`config.mk`:
```
export PLATFORM = sky130hd
export DESIGN_NAME = qte_fifo
export DESIGN_NICKNAME = d
export VERILOG_FILES = /design/src/qte_fifo.sv
export SDC_FILE = /design/constraint.sdc
export NUM_CORES = 1
export LEC_CHECK = 0
export BUFFER_PORTS_ARGS = -buffer_cell sky130_fd_sc_hd__clkbuf_2
export CAP_MARGIN = 20
export CORE_ASPECT_RATIO = 0.8
export CORE_MARGIN = 5
export CORE_UTILIZATION = 47
export CTS_CLUSTER_DIAMETER = 200
export DETAILED_ROUTE_END_ITERATION = 6
export MAX_ROUTING_LAYER = met4
export PLACE_DENSITY = 0.81
export SYNTH_ARGS = -nofsm -noshare
export SYNTH_HDL_FRONTEND = slang
export SYNTH_SLANG_ARGS = --single-unit
```
`constraint.sdc`:
```
create_clock -name i_clk -period 1.66 [get_ports i_clk]
set_input_delay 0.083 -clock i_clk [delete_from_list [all_inputs] [get_ports i_clk]]
set_output_delay 0.083 -clock i_clk [all_outputs]
set_load 0.02 [all_outputs]
```
`src/qte_fifo.sv`:
```
// two-entry sample-time queue in front of the engine
module qte_fifo (
    input  logic               i_clk,
    input  logic               i_rst_n,
    input  logic               i_push,
    input  logic signed [31:0] i_data,
    input  logic               i_pop,
    output logic               o_full,
    output logic               o_avail,
    output logic signed [31:0] o_data
);

    logic signed [31:0] r_mem [0:1];
    logic               r_wp;
    logic               r_rp;
    logic [1:0]         r_cnt;
    logic               n_wp;
    logic               n_rp;
    logic [1:0]         n_cnt;

    assign o_full  = (r_cnt == 2'd2);
    assign o_avail = (r_cnt != 2'd0);
    assign o_data  = r_mem[r_rp];

    // pointer and count update
    always_comb begin
        n_wp  = r_wp ^ i_push;
        n_rp  = r_rp ^ i_pop;
        n_cnt = r_cnt + 2'(i_push) - 2'(i_pop);
    end

    always_ff @(posedge i_clk) begin
        if (!i_rst_n) begin
            r_wp  <= 1'b0;
            r_rp  <= 1'b0;
            r_cnt <= 2'd0;
        end else begin
            r_wp  <= n_wp;
            r_rp  <= n_rp;
            r_cnt <= n_cnt;
        end
    end

    always_ff @(posedge i_clk) begin
        if (i_push) begin
            r_mem[r_wp] <= i_data;
        end
    end

endmodule

```
==> metrics.yaml <==
sta:
  rsz0062_at_grt: "false"
  fin_worst_skew_ps: 3.74
  finalHoldViolCount: 0
  min_period_ps: 1490
  tightestPinTransition_ps: 250
  finalMaxSlewViolations: 0
  setup_tns_ps: 0
  setup_violations: 0
  fmaxAchievable_ghz: 0.669
  finalCritPeriodShare_pct: 90.0
  relSlewSlack_pct: 83.3
pwr:
  p_clk_share_pct: 29.7
  p_leak_nw: 1.50
  swShare_pct: 23.3
  ir_drop_mv: 0.536
  p_comb_share_pct: 17.4
  power_density_nw_per_um2: 1070
  internal-power_w: 0.00299
  p_seq_share_pct: 52.9
  switching_power_w: 0.000909
floorplanning:
  die_width_microns: 94.8
  rows: 24
  start_util_pct: 48.9
  fp.dieH_microns: 77.8
  ios: 70
  die_area_sq_um: 7380
  core_sq_um: 5530
final_layout:
  final_common_cell: "clkbuf_2"
  fin_cells: 319
  n_antenna_cell: 0
  syn2layout_area_growth_pct: 34.5
  nNetsFinal: 276
  final_cell_mix: "clkbuf_2, edfxtp_1, dlygate4sd3_1"
  drive_gt1_share_pct: 50.2
synthesis:
  yosys.area.top_type: "edfxtp_1"
  synth_area_leaders: "edfxtp_1, mux2_4, dfxtp_1"
  ys_warn_count: 0
  synth_fp_nets: 161
  synth_top_area_share_pct: 71.1
  syn_avg_cell_area_sq_um: 22.3
  synthCells: 121
  synthDistinctLibCells: 13
  syn_area_sq_um: 2700
  ys_ff_latch: 69
  seq_area_frac_synth_pct: 74.8
worst_hold_path:
  hp-start: "i_push"
  holdCritPathClass: "in2reg"
  whs_path_depth: 3
critical_path:
  r2r_setup_slack_ps: 440
  reg2regPathDepth: 6
  critPathLaunchType: "register"
  critPathCaptureType: "output pin"
  crit_type: "reg2out"
  worstPathArrival_ps: 1410
  path_max_fanout: 24
  critical_path_required_ps: 1580
  crit-reg2reg-launch: "r_cnt[0]"
clocking:
  cts_tree: "done"
  clock_latency_ps: 330
  cts_max_level: 3
  cts-buffers-inserted: 9
  clk_pin_slew_ps: 60
  cts_sinks: 69
  cts_buffer_depth: 2
  cts_root_buf: "clkbuf_8"
placed_design:
  dpl.hpwl_mm: 3.11
  dp.cells: 270
  gp_congestion: 0.682
  io_buffers: 69
drt:
  detail-route-antenna-nets: 0
  drt_iter0_markers: 99
  via_per_inst: 4.45
  num_vias: 1421
  wl_mm: 4.67
  drt_pass1_iterations: 4
  wl_per_cell_microns: 14.6
  drc_errors: 0
status:
  status: "complete, no violations"
grt:
  grt_max_degree: 25
  grt-ovfl-total: 0
  first_global_vias: 1563
  grt_pass1_wl_mm: 7.51
  grt_use_total_pct: 14.2
  antenna_found_initial: 0
job:
  max-cap-violations: 0
-- area by class of cell --
type / instances / area (sq um)
Clock buffer: 14 / 163
Sequential cell: 69 / 2020
Timing Repair Buffer: 108 / 733
Inverter: 3 / 11.3
Tap cell: 78 / 97.6
Multi-Input combinational cell: 45 / 598
Fill cell: 432 / 1890
Clock inverter: 2 / 8.76
-- logic make-up (layout without fill, tap and decap cells) --
family / after synthesis / count (layout) / share of synthesized area [%]
buf+inv: 7 / 127 / 3.06
flops: 69 / 69 / 74.8
xor+xnor: 2 / 2 / 1.16
fa+ha+maj: 4 / 4 / 1.85
mux: 32 / 32 / 17.5
simple gates: 7 / 7 / 1.62
-- per-stage QoR --
stage | hold slack (ps) | setup WS [ps] | power [W] | cell area (sq um) | utilization, %
final | 89.5 | 166 | 0.00390 | 3630 | 65.8
after global routing | 97.9 | 89.8 | 0.00409 | 3630 | 65.8
after CTS | 79.7 | 132 | 0.00395 | 3630 | 65.8
after detailed placement | 277 | 433 | 0.00273 | 3130 | 56.7
after global placement | 274 | 495 | 0.00271 | 3130 | 56.7
after floorplan | 182 | 101 | 0.00254 | 2700 | -
-- power by group through the flow --
stage          Clock, W  Sequential [W]  Combinational, W
3_5_place_dp          0         0.00210          0.000626
4_1_cts         0.00120         0.00206          0.000689
5_1_grt         0.00129         0.00207          0.000729
2_1_floorplan         0         0.00209          0.000451
6_report        0.00116         0.00206          0.000677
3_3_place_gp          0         0.00209          0.000615
-- per-layer routing --
| metal | up-vias | GRT usage, % | wire length (microns) |
|---|---|---|---|
| met3 | 5 | 5.22 | 296 |
| met4 | 0 | 4.32 | 34 |
| met2 | 56 | 22.7 | 2290 |
| li1 | 690 | - | - |
| met5 | - | - | 0 |
| met1 | 670 | 16.7 | 2050 |
-- cell usage after synthesis (all sizes together) --
library cell / count
xor2: 1
nor2b: 3
or2: 1
and2: 3
dfxtp: 5
xnor3: 1
mux2: 32
buf: 4
inv: 3
edfxtp: 64
ha: 4
-- critical path, cell delays in order (launching register included) --
cell	delay [ps]
dfxtp_2	350
buf_12	210
mux2_2	360
clkbuf_2	160
-- timing repair --
| item | 4_1_cts | 5_1_grt |
|---|---|---|
| setup buffers | 0 | 0 |
| hold endpoints to repair | 66 | 0 |
| hold buffers | 33 | 0 |
| gates resized for setup | 0 | 0 |
-- flip-flops by register name, summed over array words and instances, names as in the netlist, named ones only --
| signal | count |
|---|---|
| r_mem | 64 |
| r_cnt | 2 |
| r_rp | 1 |
| r_wp | 1 |
-- worst paths after layout --
path / end
setup / recovery: o_data[0]
hold / removal: r_wp
setup reg to reg: r_cnt[1]
hold reg to reg: r_wp
Note: power is estimated with default switching activity, not from simulation.
